<file path="config.mk">
export PLATFORM = sky130hd
export DESIGN_NAME = nsc_out_buf
export DESIGN_NICKNAME = d
export VERILOG_FILES = /design/src/sv/nsc_pkg.sv /design/src/sv/nsc_out_buf.sv
export VERILOG_INCLUDE_DIRS = /design/src /design/src/sv
export SDC_FILE = /design/constraint.sdc
export NUM_CORES = 1
export LEC_CHECK = 0
export BUFFER_PORTS_ARGS = -buffer_cell sky130_fd_sc_hd__buf_2
export CORE_UTILIZATION = 45
export CTS_BUF_LIST = sky130_fd_sc_hd__clkbuf_8
export DETAILED_ROUTE_END_ITERATION = 12
export HOLD_SLACK_MARGIN = 0.02
export PLACE_DENSITY = 0.68
export SLEW_MARGIN = 20
export SYNTH_ARGS = -nofsm -noshare
export SYNTH_HDL_FRONTEND = slang
export SYNTH_SLANG_ARGS = --single-unit
</file>
<file path="constraint.sdc">
create_clock -name clk -period 4.7 [get_ports clk]
set_input_delay 1.175 -clock clk [delete_from_list [all_inputs] [get_ports clk]]
set_output_delay 1.175 -clock clk [all_outputs]
set_load 0.05 [all_outputs]
</file>
<file path="src/sv/nearest_site_pixel_classifier_macros.svh">
// Assertion macros for the nearest-site pixel classifier RTL.
// Each macro assumes clk and arst_n are in scope; no other dependencies.
`ifndef NEAREST_SITE_PIXEL_CLASSIFIER_MACROS_SVH
`define NEAREST_SITE_PIXEL_CLASSIFIER_MACROS_SVH

`ifndef SYNTH
// expression must hold at every clock edge out of reset
`define NSC_ASSERT_ALWAYS(lbl, expr) \
	lbl: assert property (@(posedge clk) disable iff (!arst_n) (expr)) \
		else $error("nsc assertion failed");
// antecedent in this cycle implies consequent in the same cycle
`define NSC_ASSERT_SAME(lbl, ante, cons) \
	lbl: assert property (@(posedge clk) disable iff (!arst_n) (ante) |-> (cons)) \
		else $error("nsc assertion failed");
// antecedent in this cycle implies consequent in the next cycle
`define NSC_ASSERT_NEXT(lbl, ante, cons) \
	lbl: assert property (@(posedge clk) disable iff (!arst_n) (ante) |=> (cons)) \
		else $error("nsc assertion failed");
`else
`define NSC_ASSERT_ALWAYS(lbl, expr)
`define NSC_ASSERT_SAME(lbl, ante, cons)
`define NSC_ASSERT_NEXT(lbl, ante, cons)
`endif

`endif

</file>
<file path="src/sv/nsc_pkg.sv">
// Types and constants for the nearest-site pixel classifier.
// Used by nsc_cell, nsc_out_buf and the top level; no dependencies.
package nsc_pkg;

	localparam int COORD_W = 11;
	localparam int SLOT_W = 6;
	localparam int COLOR_W = 24;
	localparam int DIST_W = 23;   // 2 * 2047^2 fits without loss
	localparam int SQ_W = 2 * COORD_W;
	localparam int COUNT_W = 7;

	localparam logic CMD_LOAD = 1'b0;
	localparam logic CMD_CLASSIFY = 1'b1;

	typedef struct packed {
		logic cmd;
		logic [SLOT_W-1:0] site_slot;
		logic [COORD_W-1:0] site_x;
		logic [COORD_W-1:0] site_y;
		logic [COLOR_W-1:0] site_color;
		logic [COORD_W-1:0] pixel_x;
		logic [COORD_W-1:0] pixel_y;
	} nsc_in_t;

	typedef struct packed {
		logic [COLOR_W-1:0] pixel_color;
		logic [SLOT_W-1:0] nearest_slot;
		logic [DIST_W-1:0] nearest_distance;
	} nsc_out_t;

	// beat travelling down the cell chain with the running best match
	typedef struct packed {
		logic valid;
		nsc_in_t item;
		logic [DIST_W-1:0] best_dist;
		logic [SLOT_W-1:0] best_idx;
		logic [COLOR_W-1:0] best_color;
	} nsc_beat_t;

endpackage

</file>
<file path="src/sv/nsc_out_buf.sv">
// Two-entry result buffer at the end of the cell chain; its full flag
// freezes the chain and stalls the request side. Uses nsc_pkg and the macros.
`include "nearest_site_pixel_classifier_macros.svh"

module nsc_out_buf (
	input  logic clk,
	input  logic arst_n,
	input  logic push,
	input  nsc_pkg::nsc_out_t push_data,
	output logic full,
	output logic rsp_valid,
	input  logic rsp_stall,
	output nsc_pkg::nsc_out_t rsp_data
);
	import nsc_pkg::*;

	logic [1:0] cnt_q;
	nsc_out_t head_q;
	nsc_out_t tail_q;
	logic pop;

	assign pop = (cnt_q != 2'd0) && !rsp_stall;
	assign full = (cnt_q == 2'd2);
	assign rsp_valid = (cnt_q != 2'd0);
	assign rsp_data = head_q;

	always_ff @(posedge clk or negedge arst_n) begin
		if (!arst_n) begin
			cnt_q <= 2'd0;
		end else begin
			case ({push, pop})
				2'b10: cnt_q <= cnt_q + 2'd1;
				2'b01: cnt_q <= cnt_q - 2'd1;
				default: cnt_q <= cnt_q;
			endcase
		end
	end

	always_ff @(posedge clk) begin
		if (pop) begin
			head_q <= (push && (cnt_q == 2'd1)) ? push_data : tail_q;
		end else if (push && (cnt_q == 2'd0)) begin
			head_q <= push_data;
		end
		if (push && !pop && (cnt_q == 2'd1)) begin
			tail_q <= push_data;
		end
	end

	`NSC_ASSERT_ALWAYS(a_cnt_range, cnt_q != 2'd3)
	`NSC_ASSERT_SAME(a_no_overflow, push, cnt_q != 2'd2)
	`NSC_ASSERT_NEXT(a_push_counts, push && !pop, cnt_q == 2'($past(cnt_q) + 2'd1))
	`NSC_ASSERT_NEXT(a_pop_counts, pop && !push, cnt_q == 2'($past(cnt_q) - 2'd1))

endmodule

</file>
==> flow_summary.yaml <==
status:
  status: "completed"
die:
  design.die.area_sq_um: 9350
  die_w_um: 96.7
  top_level_ports: 112
  placeableCoreArea_sq_um: 8720
  die_h_um: 96.7
  placementRows: 34
  initial_core_util_pct: 46.3
finish:
  num-fill-cells: 700
  fin_nets: 366
  storage_cell_area_sq_um: 3230
  area_used_by_multi_input_combinational_logic_sq_um: 741
  antenna-diode-count: 0
  areaGrowthSynthToFinish_pct: 21.4
  drive_above_1_share_pct: 58.3
  final_design_area_no_fill_sq_um: 4900
setup_path:
  critical_path_startpoint_category: "flop"
  crit_arrival_ns: 1.50
  critPathKind: "reg -> out"
  endpoint_kind: "primary output"
  critical_path_peak_fanout: 3
  critPathRequiredTime_ns: 3.52
timing:
  max_clock_freq_ghz: 0.373
  timing_hold_violations_final: 0
  drv_slew: 0
  post-route-min-period_ns: 2.68
  final.setup_skew_ns: 0.0102
  finalSetupTns_ns: 0
  setup_viols_final: 0
  rsz0062_at_grt: "false"
  finalCritPeriodShare_pct: 57.0
  relSlewSlack_pct: 52.8
  worst_pin_slew_ns: 0.708
  setup_ws_ns: 2.02
global_route:
  globalRouteTotalUtil_pct: 14.5
  use_met3_pct: 4.77
  first_global_vias: 2022
  global_route.usage.met1_pct: 19.7
  grt_start_max_net_pins: 54
  overflow: 0
  number_of_antenna_violations_at_the_first_check_in_global_routing: 0
  globalRouteMet2Util_pct: 21.4
  grt_busiest_layer: "met2"
  global_route_wire_length_before_repair_mm: 10.4
detailed_routing:
  initialDrtViolationCount: 77
  antenna_violating_nets_post_route: 0
  post_drt_wl_per_cell_um: 15.5
  drt_wl_total_mm: 6.45
  drc: 0
  via_per_inst: 4.83
  vias: 2015
  dr.pass1.iters: 4
synthesis:
  ys_async_sr_fraction_pct: 1.85
  synthDominantCellAreaShare_pct: 78.9
  synth_area_sq_um: 4030
  synth.most_common_cell: "edfxtp_1"
  synth-seq-cells: 108
  post_synth_num_cell_types: 14
  synth.yosys.warnings: 0
  synth_enable_flop_cells: 106
  synth.largest_area_cell: "edfxtp_1"
  list_of_most_frequent_post_synthesis_cells: "edfxtp_1, mux2_2, buf_6, ha_1, inv_1"
  synth_ff_type: "edfxtp_1"
  synth_fp_nets: 246
  avgSynthCellArea_sq_um: 21.9
  synth.top_cells.by_area: "edfxtp_1, mux2_2, ha_1"
  ys_seq_area_share_pct: 80.1
  syn-instance-count: 184
job:
  maxCapViolations: 0
power_and_ir_drop:
  worst_ir_drop_vdd_mv: 0.648
  p_leak_nw: 1.86
  power-per-cell-area_nw_per_um2: 627
placement:
  io_buffer_count: 111
  pre_cts_slack_ns: 1.55
  placedInstanceArea_sq_um: 4700
  hpwl_mm: 4.00
  finalWeightedCongestion: 0.734
cts:
  clk_root_buffer_cell: "clkbuf_8"
  cts_sinks: 108
  cts_tree: "yes"
  postCtsHoldBufs: 0
  cts_bufs_inserted: 9
  clkTransAtPathRegs_ns: 0.09
  cts-resized-gates: 0
  postCtsSetupBuffers: 0
  ctsLongestPathBuffers: 2
  htreeDepth: 3
  clock_insertion_delay_worst_skew_ns: 0.36
worst_hold_path:
  worst_hold_check_path_type: "reg -> reg"
## path summary, 6_finish.rpt
| check | start | end | slack, ns | cells past startpoint |
|---|---|---|---|---|
| worst max-delay path | cnt_q[0] | rsp_valid | 2.02 | 4 |
| worst min-delay path | cnt_q[0] | cnt_q[0] | 0.52 | 1 |
| worst max register to register | cnt_q[0] | rsp_data[5] | 2.51 | 4 |
| worst min register to register | cnt_q[0] | cnt_q[0] | 0.52 | 1 |
| max in group asynchronous | arst_n | cnt_q[0] | 4.02 | 1 |
| min in group asynchronous | arst_n | cnt_q[1] | 0.59 | 1 |
## layout by cell type (no fill, tap or decap), types with 2 or more instances in the layout
cell        n
buf_2     111
buf_4       3
mux2_2     49
mux2_1      4
clkbuf_8    9
inv_1       6
xnor2_1     2
ha_1        5
edfxtp_1  106
dfrtp_1     2
## power breakdown
group | switching (mW) | internal [mW]
Clock | 0.302 | 0.245
Combinational | 0.814 | 0.297
Sequential | 0.0547 | 1.36
Total | 1.17 | 1.90
## critical path, cell delays in order, from the launching register on
cell and delay [ns]:
dfrtp_1 0.40, inv_1 0.08, ha_1 0.25, inv_1 0.14, buf_2 0.29
## metal layers
| metal | vias to the layer above | wire, um |
|---|---|---|
| li1 | 956 | - |
| met1 | 987 | 2970 |
| met3 | 9 | 405 |
| met2 | 63 | 2990 |
| met4 | 0 | 78 |
| met5 | - | 0 |
## state kept, by name, summed over array words and instances, names as in the netlist
signal	cells
cnt_q	2
rsp_data	53
tail_q	53
## through the flow
step	std cells	total power, mW	util [%]	hold WS, ns
after detailed placement	401	2.56	53.9	0.505
after floorplan	184	2.34	-	0.473
final	417	3.07	56.2	0.519
after global routing	417	3.20	56.2	0.564
after global placement	401	2.55	53.9	0.495
after CTS	417	3.11	56.1	0.520
## cell type report
cell class / count / share of cell area, %
clock buffer: 9 / 2.53
clock inverter: 7 / 1.38
inverter: 5 / 0.383
multi-input combinational: 66 / 15.1
sequential: 108 / 66.0
tap: 108 / 2.76
timing repair buffer: 114 / 11.8
## cell families (layout without fill, tap and decap cells)
logic type | Yosys count | count (layout) | synth area share (%)
adders and majority gates | 5 | 5 | 1.55
buffers and inverters | 10 | 135 | 1.86
DFF | 108 | 108 | 80.1
AOI/OAI and AO/OA | 2 | 2 | 0.620
xor gates and xnor gates | 2 | 2 | 0.434
and+or+nand+nor | 3 | 3 | 0.341
muxes | 54 | 54 | 15.0
Power figures use the tool's default switching activity.
