--- config.mk ---
export PLATFORM = sky130hd
export DESIGN_NAME = nsc_cell
export DESIGN_NICKNAME = d
export VERILOG_FILES = /design/src/sv/nearest_site_pixel_classifier_macros.svh /design/src/sv/nsc_pkg.sv /design/src/sv/nsc_cell.sv
export SDC_FILE = /design/constraint.sdc
export NUM_CORES = 1
export LEC_CHECK = 0
export BUFFER_PORTS_ARGS = -buffer_cell sky130_fd_sc_hd__buf_2
export CAP_MARGIN = 0
export CORE_UTILIZATION = 59
export CTS_CLUSTER_DIAMETER = 30
export DETAILED_ROUTE_END_ITERATION = 10
export PLACE_DENSITY = 0.78
export SLEW_MARGIN = 20
export SYNTH_ARGS = -nofsm -noshare
export SYNTH_HDL_FRONTEND = slang
export SYNTH_SLANG_ARGS = --single-unit
--- constraint.sdc ---
create_clock -name clk -period 8.42 [get_ports clk]
set_input_delay 0.842 -clock clk [delete_from_list [all_inputs] [get_ports clk]]
set_output_delay 0.842 -clock clk [all_outputs]
set_load 0.02 [all_outputs]
--- src/sv/nearest_site_pixel_classifier_macros.svh ---
// Assertion macros for the nearest-site pixel classifier RTL.
// Each macro assumes clk and arst_n are in scope; no other dependencies.
`ifndef NEAREST_SITE_PIXEL_CLASSIFIER_MACROS_SVH
`define NEAREST_SITE_PIXEL_CLASSIFIER_MACROS_SVH

`ifndef SYNTH
// expression must hold at every clock edge out of reset
`define NSC_ASSERT_ALWAYS(lbl, expr) \
	lbl: assert property (@(posedge clk) disable iff (!arst_n) (expr)) \
		else $error("nsc assertion failed");
// antecedent in this cycle implies consequent in the same cycle
`define NSC_ASSERT_SAME(lbl, ante, cons) \
	lbl: assert property (@(posedge clk) disable iff (!arst_n) (ante) |-> (cons)) \
		else $error("nsc assertion failed");
// antecedent in this cycle implies consequent in the next cycle
`define NSC_ASSERT_NEXT(lbl, ante, cons) \
	lbl: assert property (@(posedge clk) disable iff (!arst_n) (ante) |=> (cons)) \
		else $error("nsc assertion failed");
`else
`define NSC_ASSERT_ALWAYS(lbl, expr)
`define NSC_ASSERT_SAME(lbl, ante, cons)
`define NSC_ASSERT_NEXT(lbl, ante, cons)
`endif

`endif

--- src/sv/nsc_pkg.sv ---
// Types and constants for the nearest-site pixel classifier.
// Used by nsc_cell, nsc_out_buf and the top level; no dependencies.
package nsc_pkg;

	localparam int COORD_W = 11;
	localparam int SLOT_W = 6;
	localparam int COLOR_W = 24;
	localparam int DIST_W = 23;   // 2 * 2047^2 fits without loss
	localparam int SQ_W = 2 * COORD_W;
	localparam int COUNT_W = 7;

	localparam logic CMD_LOAD = 1'b0;
	localparam logic CMD_CLASSIFY = 1'b1;

	typedef struct packed {
		logic cmd;
		logic [SLOT_W-1:0] site_slot;
		logic [COORD_W-1:0] site_x;
		logic [COORD_W-1:0] site_y;
		logic [COLOR_W-1:0] site_color;
		logic [COORD_W-1:0] pixel_x;
		logic [COORD_W-1:0] pixel_y;
	} nsc_in_t;

	typedef struct packed {
		logic [COLOR_W-1:0] pixel_color;
		logic [SLOT_W-1:0] nearest_slot;
		logic [DIST_W-1:0] nearest_distance;
	} nsc_out_t;

	// beat travelling down the cell chain with the running best match
	typedef struct packed {
		logic valid;
		nsc_in_t item;
		logic [DIST_W-1:0] best_dist;
		logic [SLOT_W-1:0] best_idx;
		logic [COLOR_W-1:0] best_color;
	} nsc_beat_t;

endpackage

--- src/sv/nsc_cell.sv ---
// One site cell of the classifier chain: holds one site, applies loads aimed
// at it and folds its distance into passing pixel beats. Uses nsc_pkg.
module nsc_cell #(
	parameter int unsigned IDX = 0
) (
	input  logic clk,
	input  logic arst_n,
	input  logic en,
	input  logic [nsc_pkg::COUNT_W-1:0] site_count,
	input  nsc_pkg::nsc_beat_t beat_i,
	output nsc_pkg::nsc_beat_t beat_o
);
	import nsc_pkg::*;

	logic [COORD_W-1:0] site_x_q;
	logic [COORD_W-1:0] site_y_q;
	logic [COLOR_W-1:0] site_color_q;

	logic load_hit;
	logic [COORD_W-1:0] dx;
	logic [COORD_W-1:0] dy;

	logic v_s1;
	nsc_beat_t beat_s1;
	logic [SQ_W-1:0] sqx_s1;
	logic [SQ_W-1:0] sqy_s1;

	logic [DIST_W-1:0] dist_sum;
	logic active;
	logic take;
	nsc_beat_t beat_upd;
	logic v_s2;
	nsc_beat_t beat_s2;

	assign load_hit = beat_i.valid && (beat_i.item.cmd == CMD_LOAD)
		&& (32'(beat_i.item.site_slot) == 32'(IDX));

	always_ff @(posedge clk) begin
		if (en && load_hit) begin
			site_x_q <= beat_i.item.site_x;
			site_y_q <= beat_i.item.site_y;
			site_color_q <= beat_i.item.site_color;
		end
	end

	// stage 1: absolute differences and squares
	assign dx = (beat_i.item.pixel_x >= site_x_q) ? beat_i.item.pixel_x - site_x_q
		: site_x_q - beat_i.item.pixel_x;
	assign dy = (beat_i.item.pixel_y >= site_y_q) ? beat_i.item.pixel_y - site_y_q
		: site_y_q - beat_i.item.pixel_y;

	always_ff @(posedge clk or negedge arst_n) begin
		if (!arst_n) begin
			v_s1 <= 1'b0;
		end else if (en) begin
			v_s1 <= beat_i.valid;
		end
	end

	always_ff @(posedge clk) begin
		if (en) begin
			beat_s1 <= beat_i;
			sqx_s1 <= SQ_W'(dx) * SQ_W'(dx);
			sqy_s1 <= SQ_W'(dy) * SQ_W'(dy);
		end
	end

	// stage 2: sum and compare; strict less-than keeps the lower slot on ties
	assign dist_sum = DIST_W'(sqx_s1) + DIST_W'(sqy_s1);
	assign active = 32'(site_count) > 32'(IDX);
	assign take = (beat_s1.item.cmd == CMD_CLASSIFY)
		&& ((IDX == 0) || (active && (dist_sum < beat_s1.best_dist)));

	always_comb begin
		beat_upd = beat_s1;
		if (take) begin
			beat_upd.best_dist = dist_sum;
			beat_upd.best_idx = SLOT_W'(IDX);
			beat_upd.best_color = site_color_q;
		end
	end

	always_ff @(posedge clk or negedge arst_n) begin
		if (!arst_n) begin
			v_s2 <= 1'b0;
		end else if (en) begin
			v_s2 <= v_s1;
		end
	end

	always_ff @(posedge clk) begin
		if (en) begin
			beat_s2 <= beat_upd;
		end
	end

	always_comb begin
		beat_o = beat_s2;
		beat_o.valid = v_s2;
	end

endmodule

==> flow_metrics.py <==
metrics = {
    "setup_path": {
        "crit_type": "reg -> reg",
        "slowest_delay_ns": 0.54,
        "critPathRequiredTime_ns": 8.78,
        "crit_fanout": 6,
        "end_kind": "flop",
        "crit_path_start_kind": "flop",
        "arrival_ns": 8.19,
        "crit_slowest_cell": "fa_1",
    },
    "synthesis": {
        "yosys_warnings": 0,
        "synth_edf_count": 344,
        "syn-cell-area_um2": 20300,
        "yosysTopAreaCell": "edfxtp_1",
        "yosys.area.top_type_share_pct": 50.9,
        "ys_ff_latch": 346,
        "synthCells": 1564,
        "synth_top_cells_by_area": "edfxtp_1 51%, fa_1 13%, ha_1 10%",
        "syn_nets": 1999,
        "async_flop_share_pct": 0.578,
        "synth.avg_cell_area_um2": 13.0,
        "synth_cell_types": 73,
        "ys.flop_type": "edfxtp_1",
        "ys_seq_area_share_pct": 51.1,
    },
    "timing": {
        "finalCritPeriodShare_pct": 92.9,
        "fin_crit_ns": 7.82,
        "tightest_slew_ns": 1.02,
        "rsz0062_at_grt": "false",
        "fin_tns_setup_ns": 0,
        "hold_viol": 0,
        "maxSlewHeadroom_pct": 31.7,
        "hold_slack_ns": 0.352,
        "skew_ns": 0.0624,
        "slew_viol_final": 0,
        "setup-violations-final": 0,
        "fmax_mhz": 128,
    },
    "floorplan": {
        "die_h_um": 188,
        "initial_core_util_pct": 60.3,
        "fp.dieW_um": 188,
        "io_pins": 268,
        "die-area_um2": 35200,
        "coreArea_um2": 33700,
        "row_count": 67,
    },
    "clocking": {
        "clock-sinks": 346,
        "cts-root-buf": "clkbuf_16",
        "cts-buffers-inserted": 60,
        "clock_latency_ns": 0.62,
        "cts_tree": "yes",
        "htreeDepth": 2,
        "path_clk_slew_ns": 0.06,
        "cts_resized": 0,
        "clk_path_buf_depth": 3,
    },
    "detailed_routing": {
        "vias_per_cell": 5.36,
        "vias": 12900,
        "dr.first_iter.drc_count": 794,
        "drc_errors": 0,
        "wire_per_inst_um": 16.9,
        "drt.antenna.violating_nets": 0,
        "finalWirelength_um": 40600,
        "dr.pass1.iters": 5,
    },
    "power_and_ir_drop": {
        "peakVddDrop_v": 0.000539,
        "p_leak_nw": 11.0,
        "power_density_nw_per_um2": 426,
        "total_power_w": 0.0104,
    },
    "placement": {
        "numPortBuffers": 260,
        "place.gp.congestion": 0.881,
        "post-place-cells": 2287,
        "hpwl_um": 28700,
    },
    "cells_and_area": {
        "drive_gt1_share_pct": 24.7,
        "nFillCells": 2276,
        "stdcell_count": 2403,
        "syn2layout_area_growth_pct": 19.9,
        "fin_nets": 2337,
        "seq_area_um2": 10400,
        "multi_input_area_um2": 8840,
    },
    "worst_hold_path": {
        "hold_class": "reg -> reg",
    },
    "outcome": {
        "status": "completed",
    },
    "global_routing": {
        "antenna_found_initial": 3,
        "grt_pass1_wl_um": 66500,
        "overflow": 0,
        "grt_pass1_vias": 13400,
        "globalRouteTotalUtil_pct": 24.0,
        "grt_start_max_net_pins": 82,
    },
    "flow_run": {
        "maxCapViolations": 0,
    },
}
flip-flops by register name (all words and copies together), names as in the netlist:
| signal | flops |
|---|---|
| v_s2 | 1 |
| site_x_q | 11 |
| sqx_s1 | 21 |
| sqy_s1 | 21 |
| beat_s1 | 127 |
| take | 1 |
| site_color_q | 24 |
| v_s1 | 1 |
| beat_o | 128 |
| site_y_q | 11 |
stage by stage:
step                      setup slack, ns  area, um^2  utilization [%]
final                               0.599       24300             72.2
after CTS                           0.706       24300             72.2
after floorplan                     0.662       20300                -
after global placement              0.274       22400             66.4
after global routing                0.219       24300             72.2
after detailed placement            0.162       22400             66.4
logic make-up (layout without fill, tap and decap cells):
| group | after synthesis | count (layout) | share of synthesized area (%) |
|---|---|---|---|
| buffers and inverters | 285 | 673 | 5.35 |
| AO/OA/AOI/OAI | 198 | 198 | 6.86 |
| XOR/XNOR | 76 | 76 | 3.35 |
| other | 0 | 3 | 0 |
| adder cells (fa/ha/maj) | 296 | 296 | 23.1 |
| AND/OR/NAND/NOR | 296 | 296 | 6.62 |
| flip-flops | 346 | 346 | 51.1 |
| multiplexers | 67 | 67 | 3.61 |
layout make-up:
cell class	count	share of cell area, %
tap	448	2.30
clock inverter	47	1.78
sequential	346	42.6
antenna	3	0.0308
timing repair buffer	300	6.63
multi-input combinational	933	36.3
clock buffer	65	6.24
inverter	261	4.03
power breakdown:
group          leakage [nW]  switching, W  total (W)  internal, W
sequential             3.36     0.0000753    0.00252      0.00245
clock                 0.931      0.000909    0.00228      0.00137
combinational          6.74       0.00313    0.00556      0.00243
synthesized netlist by cell type (all sizes together), types with 9 or more instances:
| cell | instances |
|---|---|
| nand2b | 9 |
| xnor2 | 53 |
| a21o | 34 |
| xor2 | 23 |
| mux2i | 17 |
| a21oi | 62 |
| mux2 | 50 |
| and2 | 11 |
| nand2 | 104 |
| edfxtp | 344 |
| nor2b | 13 |
| ha | 165 |
| buf | 9 |
| nor2 | 94 |
| nor3 | 14 |
| inv | 259 |
| fa | 131 |
| o21ai | 30 |
| clkbuf | 15 |
| nand3 | 16 |
worst paths after layout:
path,from,endpoint,slack [ns],cells after the start
setup / recovery,site_y_q[1],sqy_s1[20],0.60,28
hold / removal,beat_s1[53],beat_o[53],0.35,0
setup reg to reg,site_y_q[1],sqy_s1[20],0.60,28
hold reg to reg,beat_s1[53],beat_o[53],0.35,0
max in group asynchronous,arst_n,v_s1,7.74,2
min in group asynchronous,arst_n,v_s2,0.56,2
routing by layer:
| layer | part of all wire (%) | global-route usage [%] |
|---|---|---|
| met1 | 42 | 31.5 |
| met2 | 50 | 40.9 |
| met3 | 6.4 | 4.96 |
| met4 | 1.7 | 6.22 |
| met5 | 0 | 0 |
layout by cell type, fill, tap and decap left out, types with 6 or more instances in the layout:
cell type	instances
nand2_1	103
a211oi_1	6
edfxtp_1	344
xor2_1	22
nor3_1	13
nand2b_1	9
o21ai_0	29
mux2i_1	17
buf_4	39
and2_1	11
xnor2_1	52
ha_1	165
a211o_1	6
fa_1	131
and3_1	8
a31oi_1	6
nor2b_1	13
buf_2	259
a21oi_1	62
clkinvlp_4	10
nor2_1	92
clkbuf_16	60
inv_1	256
inv_6	11
nor4_1	8
mux2_2	50
clkinv_2	9
o21bai_1	7
nand3_1	16
a21o_1	32
timing repair:
action                    in CTS  in global routing
hold endpoints to repair       2                  0
setup buffers                  0                  0
hold buffers                   1                  0
worst max-delay path, delay by kind of cell (launching register included):
family / cells / cell delay, ns
flops: 1 / 0.44
fa+ha+maj: 7 / 3.06
buf+inv: 5 / 0.29
mux: 3 / 0.84
compound gates: 7 / 1.90
simple gates: 6 / 1.05
No activity file was read; power rests on OpenSTA's default activity.
